**src/pbrain_instruction_executor_macros.svh**
```systemverilog
// assertion helpers used by the executor control module
`ifndef PBRAIN_INSTRUCTION_EXECUTOR_MACROS_SVH
`define PBRAIN_INSTRUCTION_EXECUTOR_MACROS_SVH

// same-cycle implication, sampled on clk, off while arst_n is low
`define PBIE_ASSERT_SAME(lbl, ante, cons) \
	lbl: assert property (@(posedge clk) disable iff (!arst_n) (ante) |-> (cons)) \
		else $error("pbie check failed");

// next-cycle implication
`define PBIE_ASSERT_NEXT(lbl, ante, cons) \
	lbl: assert property (@(posedge clk) disable iff (!arst_n) (ante) |=> (cons)) \
		else $error("pbie check failed");

`endif

```
**src/pbie_pkg.sv**
```systemverilog
package pbie_pkg;

	// default sizes
	localparam int PROG_DEPTH_DEF  = 4096;
	localparam int DATA_DEPTH_DEF  = 65536;
	localparam int STACK_DEPTH_DEF = 256;
	localparam int PROC_SLOTS      = 256;

	// program counter and length width
	localparam int PC_W = 13;

	// instruction characters
	localparam logic [7:0] CH_PLUS   = 8'h2B;
	localparam logic [7:0] CH_MINUS  = 8'h2D;
	localparam logic [7:0] CH_LT     = 8'h3C;
	localparam logic [7:0] CH_GT     = 8'h3E;
	localparam logic [7:0] CH_DOT    = 8'h2E;
	localparam logic [7:0] CH_COMMA  = 8'h2C;
	localparam logic [7:0] CH_LBRACK = 8'h5B;
	localparam logic [7:0] CH_RBRACK = 8'h5D;
	localparam logic [7:0] CH_LPAREN = 8'h28;
	localparam logic [7:0] CH_RPAREN = 8'h29;
	localparam logic [7:0] CH_COLON  = 8'h3A;

	// what the execute cycle asks for next
	typedef enum logic [1:0] {
		KIND_DONE,
		KIND_SCAN,
		KIND_CALL
	} exec_kind_t;

	// controller to datapath
	typedef struct packed {
		logic clear;
		logic accept;
		logic fetch;
		logic exec;
		logic scan;
		logic scan_take;
		logic scan_fault;
		logic call;
		logic pop_commit;
		logic out_load;
	} cmd_t;

	// datapath to controller
	typedef struct packed {
		logic       clr_last;
		logic       runnable;
		exec_kind_t kind;
		logic       scan_found;
		logic       scan_fail;
		logic       scan_pop;
	} status_t;

endpackage

```
**src/pbie_ctrl.sv**
```systemverilog
`include "pbrain_instruction_executor_macros.svh"

module pbie_ctrl (
	input  logic              clk,
	input  logic              arst_n,
	input  logic              in_valid,
	output logic              in_stall,
	input  logic              mode,
	output logic              out_valid,
	input  logic              out_stall,
	output pbie_pkg::cmd_t    cmd,
	input  pbie_pkg::status_t st
);

	typedef enum logic [7:0] {
		ST_CLEAR = 8'b0000_0001,
		ST_IDLE  = 8'b0000_0010,
		ST_FETCH = 8'b0000_0100,
		ST_EXEC  = 8'b0000_1000,
		ST_SCAN  = 8'b0001_0000,
		ST_CALL  = 8'b0010_0000,
		ST_POP   = 8'b0100_0000,
		ST_DONE  = 8'b1000_0000
	} state_t;

	state_t state_q;
	state_t state_nxt;
	logic   out_valid_q;

	assign in_stall  = (state_q != ST_IDLE);
	assign out_valid = out_valid_q;

	// next state and commands
	always_comb begin
		state_nxt = state_q;
		cmd       = '0;
		case (state_q)
			ST_CLEAR: begin
				cmd.clear = 1'b1;
				if (st.clr_last) begin
					state_nxt = ST_IDLE;
				end
			end
			ST_IDLE: begin
				if (in_valid) begin
					cmd.accept = 1'b1;
					state_nxt  = (mode && st.runnable) ? ST_FETCH : ST_DONE;
				end
			end
			ST_FETCH: begin
				cmd.fetch = 1'b1;
				state_nxt = ST_EXEC;
			end
			ST_EXEC: begin
				cmd.exec = 1'b1;
				case (st.kind)
					pbie_pkg::KIND_SCAN: state_nxt = ST_SCAN;
					pbie_pkg::KIND_CALL: state_nxt = ST_CALL;
					default:             state_nxt = ST_DONE;
				endcase
			end
			ST_SCAN: begin
				cmd.scan = 1'b1;
				if (st.scan_found) begin
					cmd.scan_take = 1'b1;
					state_nxt     = st.scan_pop ? ST_POP : ST_DONE;
				end else if (st.scan_fail) begin
					cmd.scan_fault = 1'b1;
					state_nxt      = ST_DONE;
				end
			end
			ST_CALL: begin
				cmd.call  = 1'b1;
				state_nxt = ST_DONE;
			end
			ST_POP: begin
				cmd.pop_commit = 1'b1;
				state_nxt      = ST_DONE;
			end
			ST_DONE: begin
				if (!out_valid_q || !out_stall) begin
					cmd.out_load = 1'b1;
					state_nxt    = ST_IDLE;
				end
			end
			default: begin
				state_nxt = ST_IDLE;
			end
		endcase
	end

	// state and output word flag
	always_ff @(posedge clk or negedge arst_n) begin
		if (!arst_n) begin
			state_q     <= ST_CLEAR;
			out_valid_q <= 1'b0;
		end else begin
			state_q <= state_nxt;
			if (cmd.out_load) begin
				out_valid_q <= 1'b1;
			end else if (!out_stall) begin
				out_valid_q <= 1'b0;
			end
		end
	end

	// checks
	`PBIE_ASSERT_NEXT(a_accept_leaves_idle, cmd.accept, state_q != ST_IDLE)
	`PBIE_ASSERT_SAME(a_scan_excl, (state_q == ST_SCAN) && st.scan_found, !st.scan_fail)
	`PBIE_ASSERT_SAME(a_load_when_free, cmd.out_load, !out_valid_q || !out_stall)

endmodule

```
**config.mk**
```make
export PLATFORM = sky130hd
export DESIGN_NAME = pbie_ctrl
export DESIGN_NICKNAME = d
export VERILOG_FILES = /design/src/pbie_pkg.sv /design/src/pbie_ctrl.sv
export VERILOG_INCLUDE_DIRS = /design/src /design/src/src
export SDC_FILE = /design/constraint.sdc
export NUM_CORES = 1
export LEC_CHECK = 0
export ABC_AREA = 0
export BUFFER_PORTS_ARGS = -buffer_cell sky130_fd_sc_hd__buf_2
export CORE_AREA = 10 10 47 49
export CTS_BUF_LIST = sky130_fd_sc_hd__clkbuf_2 sky130_fd_sc_hd__clkbuf_4 sky130_fd_sc_hd__clkbuf_8
export DETAILED_ROUTE_END_ITERATION = 16
export DIE_AREA = 0 0 57 59
export GPL_ROUTABILITY_DRIVEN = 1
export GPL_TIMING_DRIVEN = 0
export HOLD_SLACK_MARGIN = 0.1
export PLACE_DENSITY = 0.81
export SLEW_MARGIN = 30
export SYNTH_ARGS = -nofsm -noshare
export SYNTH_HDL_FRONTEND = slang
export SYNTH_SLANG_ARGS = --single-unit
export TNS_END_PERCENT = 20
```
**constraint.sdc**
```tcl
create_clock -name clk -period 2.35 [get_ports clk]
set_clock_uncertainty 0.15 [all_clocks]
set_input_delay 0.1175 -clock clk [delete_from_list [all_inputs] [get_ports clk]]
set_output_delay 0.1175 -clock clk [all_outputs]
set_load 0.01 [all_outputs]
```
==> results.txt, run 1 <==
syn nets: 74
setup TNS: 0 ns
DR iter-0 viols: 4
hpwl dp: 1.27 mm
clk slew on worst S/H paths: 0.06 ns
Max FO, Critical Path: 7
DRT Pass-1 Iters: 4
wire per inst: 14.3 µm
pre-CTS WS: 0.334 ns
synthesis-stage register bit count: 9
measured slew at the worst slew-check pin: 0.385 ns
Worst EP required: 2.40 ns
area occupied by multi-input gates: 350 µm²
Die W: 57 µm
Vias: 604
total grt overflow: 0
Placed Instances: 99
CTS buffer count: 3
Total Routing Usage GR: 10.3%
number of global-route vias before repair: 633
CORE AREA: 1400 µm²
TritonCTS Sinks: 9
# IOs: 24
drt drc: 0
Post-CTS Setup Inserts: 0
layout cells sized above 1: 34.3%
Distinct cells, synth: 26
# rows: 14
GP Congestion: 0.730
CTS tree: yes
Power per Cell Area: 734 nW/µm²
CP Launch Type: flop
Mapped Area: 601 µm²
Worst IR Drop VDD: 409 µV
count of final setup violators: 0
most common cell in the netlist: dfrtp_1
post-route insts no fill: 115
Seq/Total Area, Yosys: 37.7%
status: finished, final reports clean
Post-synth EDFFs: 0
largest net degree at the start of global routing: 9
clock latency on the worst-skew pair: 0.26 ns
worst slew margin relative to its limit: 74.2%
die height: 59 µm
Data arrival, critical path: 2.26 ns
fill count: 125
asr flop ratio synth: 100%
first-pass GRT wire length: 2.86 mm
number of diodes: 0
remaining antenna violation count: 0
Max Freq: 0.453 GHz
Avg Cell Area, Syn: 10.0 µm²
setup ws final: 0.143 ns
Util after Layout: 63.2%
Synth area leader: dfrtp_1
post-synth top area share: 33.3%
initial antenna violation count: 0
Max Cap Viol: 0
YS warnings: 0
fin. max-slew vios: 0
Initial Util: 42.9%
crit path time final: 2.21 ns
final hold violation count: 0
DRT Wirelength: 1.64 mm
leakage: 0.000485 µW
Hold/Removal Path Class: input port to flop
Layout Nets: 114
element type at the critical path end: flop
CTS max path bufs: 2
Synth area leaders: dfrtp_1 33%, and4b_1 8.3%, nor4_4 7.1%, dfstp_2 4.4%, nor2_1 4.4%
die area: 3360 µm²
Mapped Cells: 60
RSZ-0062 raised after global routing: false
H-tree levels: 1
Reg area: 226 µm²
ys flop type: dfrtp_1
synthesis-to-finish area growth: 47.5%
Synth top cells by count: 8 x dfrtp_1, 7 x nor2_1, 6 x nand2_1
count of input and output buffers: 23
Final Cycle Share: 93.9%
Via density: 5.25
critical path type: flop to flop
CTS root buffer: clkbuf_4
==> cell families (layout without fill, tap and decap cells) <==
group           count (synthesis)  in the layout  share of synthesized area (%)
compound gates                  8              8                           10.6
fa+ha+maj                       2              2                           4.17
buf+inv                         6             45                           3.96
flops                           9              9                           37.7
mux                             1              1                           2.50
simple gates                   34             34                           41.0
==> repair_timing <==
action,in CTS,in global routing
gates resized for setup,0,0
endpoints found under the hold margin,16,0
hold buffers,12,0
==> registers in the layout (all words and copies together), names as in the netlist <==
signal and flops:
out_valid 1, state_q 8
==> worst max-delay path, cell delays in order (launching register included) <==
cell and delay, ns:
dfrtp_1 0.47, nor4_4 0.40, nand4b_2 0.25, inv_1 0.18, and3_1 0.16, dlygate4sd3_1 0.53
==> final cells by class <==
| type | count | share of cell area [%] |
|---|---|---|
| Sequential cell | 9 | 25.6 |
| Buffer | 1 | 0.565 |
| Multi-Input combinational cell | 45 | 39.5 |
| Inverter | 5 | 2.12 |
| Clock buffer | 4 | 3.39 |
| Tap cell | 16 | 2.26 |
| Timing Repair Buffer | 35 | 26.6 |
==> power by group <==
group / leakage, µW / internal, µW / switching (µW)
Sequential: 0.000117 / 185 / 45.3
Clock: 0.0000184 / 77.1 / 55.2
Combinational: 0.000350 / 141 / 147
Total: 0.000485 / 403 / 247
==> routing by layer <==
layer,wire (µm),global-route usage [%],vias to the layer above
li1,-,-,298
met1,633,10.0,281
met2,849,19.1,20
met3,114,3.00,5
met4,44,6.04,0
met5,0,0,-
==> stage by stage <==
stage	total power (µW)	hold slack, ns	instance area, µm²
global route	695	0.145	886
global placement	493	-0.175	736
detailed placement	507	-0.173	736
floorplan	416	-0.328	601
CTS	652	0.122	886
finish	651	0.122	886
==> layout by cell type, fill, tap and decap left out <==
master and instances:
o22a_1 1, o22ai_1 1, or2_1 1, ha_1 2, o31ai_1 1, mux2_4 1, dlygate4sd3_1 12, dfstp_2 1
and2_1 1, nand2_1 6, nand4b_2 1, nor2b_1 1, nor2_1 7, clkbuf_4 4, dfrtp_1 8, inv_1 5
nor4_4 2, o31ai_4 1, nand4b_1 2, nand2b_1 1, and3_1 2, a21oi_1 4, and4b_1 5, nor3_1 1
buf_2 24, nor3b_1 2, nor4_1 1, nor4b_1 1
==> worst paths after layout <==
check / cells after the start / startpoint / slack (ns) / end
worst max-delay path: 5 / state_q[1] / 0.14 / state_q[6]
worst min register to register: 2 / out_valid / 0.40 / out_valid
min in group asynchronous: 2 / arst_n / 0.18 / state_q[0]
max in group asynchronous: 3 / arst_n / 1.08 / state_q[1]
worst min-delay path: 4 / st[3] / 0.12 / state_q[5]
worst max register to register: 5 / state_q[1] / 0.14 / state_q[6]
No activity file was read; power rests on OpenSTA's default activity.
==> run 2, diff against run 1 <==
- clock period: 2.35 -> 2.5 ns (I/O delays scaled with it)
==> results.txt, run 2 (synthesized netlist as in run 1, its figures left out) <==
status: finished, final reports clean
Largest register FFs: 8
hpwl dp: 1.27 mm
clk slew on worst S/H paths: 0.06 ns
die height: 59 µm
setup TNS: 0 ns
GP Congestion: 0.730
hold endpoint: state_q[7]
Initial Util: 42.9%
layout cells sized above 1: 34.7%
CTS root buffer: clkbuf_4
initial antenna violation count: 0
crit path time final: 2.21 ns
CTS tree: yes
clock latency on the worst-skew pair: 0.27 ns
commonest non-fill, non-tap cell in the layout: buf_2
CTS max path bufs: 2
leakage: 0.000481 µW
critical path type: flop to flop
DRT Wirelength: 1.61 mm
CP Launch Type: flop
DR iter-0 viols: 3
remaining antenna violation count: 0
count of input and output buffers: 23
Power per Cell Area: 699 nW/µm²
number of diodes: 0
drt drc: 0
cell depth of the worst flop-to-flop path: 5
# rows: 14
Die W: 57 µm
TritonCTS Sinks: 9
H-tree levels: 1
Post-CTS Resized: 0
die area: 3360 µm²
DRT Pass-1 Iters: 4
# hold bufs at CTS: 11
element type at the critical path end: flop
first-pass GRT wire length: 2.82 mm
synthesis-to-finish area growth: 45.8%
Max Cap Viol: 0
total grt overflow: 0
Hold Path Stages: 3
reg-to-reg setup timing slack: 0.29 ns
Placed Instances: 99
Worst EP required: 2.56 ns
Max FO, Critical Path: 7
Layout Nets: 113
reg2reg start: state_q[1]
Top reg by flops: state_q
hold slack final: 0.0972 ns
commonest cells after routing, fill and taps aside: 24 x buf_2, 11 x dlygate4sd3_1, 8 x dfrtp_1
wire per inst: 14.1 µm
Post-CTS Setup Inserts: 0
Worst IR Drop VDD: 377 µV
RSZ-0062 raised after global routing: false
fin. max-slew vios: 0
CTS buffer count: 3
final hold violation count: 0
Vias: 598
post-route insts no fill: 114
Via density: 5.25
worst hold start: st[2]
worst slew margin relative to its limit: 74.5%
measured slew at the worst slew-check pin: 0.381 ns
# IOs: 24
largest net degree at the start of global routing: 9
number of global-route vias before repair: 634
Data arrival, critical path: 2.27 ns
Total Routing Usage GR: 10.2%
Critical R2R Capture: state_q[6]
Max Freq: 0.452 GHz
CORE AREA: 1400 µm²
Final Cycle Share: 88.5%
Hold/Removal Path Class: input port to flop
fill count: 126
count of final setup violators: 0
-- run 2: cell types whose count changed in the layout (fill, tap and decap cells not counted), sizes merged --
cell,previous run,this run
dlygate4sd3,12,11
-- run 2: final cells by class --
| type | instances | area, µm² | area share (%) |
|---|---|---|---|
| Multi-Input combinational cell | 45 | 350 | 40.0 |
| Sequential cell | 9 | 226 | 25.9 |
| Timing Repair Buffer | 34 | 225 | 25.7 |
| Clock buffer | 4 | 30.0 | 3.43 |
| Tap cell | 16 | 20.0 | 2.29 |
| Inverter | 5 | 18.8 | 2.14 |
| Buffer | 1 | 5.00 | 0.571 |
-- run 2: how the worst max path moves through the flow --
| stage | to | start | slack (ns) | depth (start not counted) |
|---|---|---|---|---|
| after CTS | state_q[6] | state_q[1] | 0.28 | 5 |
| after detailed placement | state_q[1] | state_q[1] | 0.48 | 4 |
| after floorplan | state_q[1] | state_q[4] | 0.66 | 5 |
| after global routing | state_q[6] | state_q[1] | 0.16 | 5 |
| final | state_q[6] | state_q[1] | 0.29 | 5 |
| after global placement | state_q[1] | state_q[1] | 0.54 | 4 |
-- run 2: power by group --
group	internal (µW)	switching [µW]	total [µW]
Sequential	174	42.8	217
Clock	72.6	54.8	127
Combinational	132	137	268
-- run 2: routing by layer --
metal | global-route usage (%) | vias up | wire (µm)
met4 | 6.04 | 0 | 44
met1 | 10.0 | 278 | 641
li1 | - | 297 | -
met3 | 2.58 | 5 | 99
met5 | 0 | - | 0
met2 | 18.8 | 18 | 828
-- run 2: worst max-delay path, stage by stage, from the launching register on --
cell and delay (ns):
dfrtp_1 0.48, nor4_4 0.40, nand4b_2 0.25, inv_1 0.17
and3_1 0.16, dlygate4sd3_1 0.53
-- run 2: per-stage QoR --
step | setup WS [ns] | utilization, % | cell area, µm² | total power [µW]
after floorplan | 0.663 | - | 601 | 391
after global placement | 0.538 | 52.5 | 736 | 463
after detailed placement | 0.484 | 52.5 | 736 | 477
after CTS | 0.276 | 62.5 | 876 | 612
after global routing | 0.156 | 62.5 | 876 | 652
final | 0.288 | 62.5 | 876 | 612
==> run 3, diff against run 2 <==
- RECOVER_POWER: not set -> 25
- REMOVE_ABC_BUFFERS: not set -> 1
- TNS_END_PERCENT: 20 -> not set
==> results.txt, run 3 (synthesized netlist as in run 1, its figures left out) <==
Via density: 5.29
Final Cycle Share: 87.2%
Gate power share: 43.6%
fin. max-slew vios: 0
DRT Wirelength: 1.54 mm
Max Cap Viol: 0
Switch Pwr: 225 µW
reg2reg start: state_q[1]
wire per inst: 13.6 µm
CTS tree: yes
met1 usage: 10.7%
reg-to-reg setup timing slack: 0.32 ns
measured slew at the worst slew-check pin: 0.350 ns
layout cells sized above 1: 32.0%
Hold/Removal Path Class: input port to flop
hold slack final: 0.121 ns
critical path type: flop to flop
die area: 3360 µm²
count of final setup violators: 0
drt drc: 0
setup TNS: 0 ns
grt met3 use: 2.58%
die height: 59 µm
Max FO, Critical Path: 7
Largest register FFs: 8
Critical R2R Capture: state_q[6]
leakage: 0.000469 µW
number of diodes: 0
first-pass GRT wire length: 2.67 mm
Pint: 375 µW
# IOs: 24
DRT Pass-1 Iters: 4
Die W: 57 µm
busiest grt layer: met2
Top reg by flops: state_q
# rows: 14
CP Launch Type: flop
CTS buffer count: 3
Data arrival, critical path: 2.23 ns
met2 layer usage reported by global route: 15.7%
CORE AREA: 1400 µm²
hpwl dp: 1.22 mm
Power per Cell Area: 691 nW/µm²
Max Freq: 0.459 GHz
Initial Util: 42.9%
hold endpoint: state_q[7]
CTS max path bufs: 2
cell depth of the worst flop-to-flop path: 5
synthesis-to-finish area growth: 44.6%
total grt overflow: 0
Worst EP required: 2.55 ns
commonest non-fill, non-tap cell in the layout: buf_2
Total Routing Usage GR: 9.52%
Vias: 598
crit path time final: 2.18 ns
clk slew on worst S/H paths: 0.06 ns
H-tree levels: 1
largest net degree at the start of global routing: 9
commonest cells after routing, fill and taps aside: 21 x buf_2, 11 x dlygate4sd3_1, 8 x dfrtp_1
worst hold start: st[2]
initial antenna violation count: 0
remaining antenna violation count: 0
GP Congestion: 0.740
count of input and output buffers: 23
TritonCTS Sinks: 9
fill count: 119
final hold violation count: 0
number of global-route vias before repair: 615
Seq pwr share: 35.9%
status: finished, final reports clean
clock share of power: 20.5%
RSZ-0062 raised after global routing: false
DR iter-0 viols: 8
worst slew margin relative to its limit: 76.6%
Worst IR Drop VDD: 404 µV
Hold Path Stages: 3
Layout Nets: 112
Net Sw Frac: 37.5%
CTS root buffer: clkbuf_4
element type at the critical path end: flop
clock latency on the worst-skew pair: 0.26 ns
==> run 3: cell count changes in the layout (fill, tap and decap cells not counted), sizes merged <==
cell,previous run,this run
buf,24,21
clkbuf,4,6
==> run 3: power by group through the flow <==
stage | clock network [µW] | registers [µW] | logic [µW]
after floorplan | 0 | 215 | 176
after global placement | 0 | 215 | 249
after detailed placement | 0 | 217 | 254
after CTS | 122 | 214 | 266
after global routing | 129 | 222 | 292
final | 123 | 215 | 262
==> run 3: worst max-delay path by stage <==
stage / from / end / slack, ns / cells past startpoint
2_1_floorplan: state_q[4] / state_q[1] / 0.66 / 5
3_3_place_gp: state_q[1] / state_q[1] / 0.55 / 4
3_5_place_dp: state_q[4] / state_q[1] / 0.52 / 5
4_1_cts: state_q[1] / state_q[6] / 0.31 / 5
5_1_grt: state_q[1] / state_q[6] / 0.19 / 5
6_report: state_q[1] / state_q[6] / 0.32 / 5
==> run 3: routing by layer <==
layer	part of all wire (%)	vias to the layer above
met2	49	19
met4	1.5	0
met5	0	-
met1	44	283
met3	5.7	2
li1	-	294
==> run 3: timing repair <==
| action | 4_1_cts | 5_1_grt |
|---|---|---|
| hold endpoints to repair | 16 | 0 |
| gates resized for setup | 0 | 0 |
| hold buffers | 11 | 0 |
| buffers inserted | 0 | 0 |
==> run 3: area by class of cell <==
cell class                      instances  area (µm²)  share of cell area, %
Multi-Input combinational cell         45         350                   40.3
Inverter                                5        18.8                   2.16
Clock buffer                            4        30.0                   3.46
Timing Repair Buffer                   34         223                   25.6
Sequential cell                         9         226                   26.1
Tap cell                               16        20.0                   2.31
==> run 3: critical path: stages, from the launching register on <==
cell           delay, ns
dfrtp_1             0.47
nor4_4              0.39
nand4b_2            0.26
inv_1               0.17
and3_1              0.15
dlygate4sd3_1       0.53
==> run 3: through the flow <==
step | cells | cell area (µm²) | utilization (%) | setup slack (ns) | total power, µW
6_report | 113 | 868 | 62.0 | 0.321 | 600
5_1_grt | 113 | 868 | 62.0 | 0.185 | 643
4_1_cts | 113 | 871 | 62.1 | 0.312 | 602
3_5_place_dp | 98 | 731 | 52.1 | 0.521 | 471
3_3_place_gp | 98 | 731 | 52.1 | 0.545 | 464
2_1_floorplan | 59 | 596 | - | 0.663 | 391
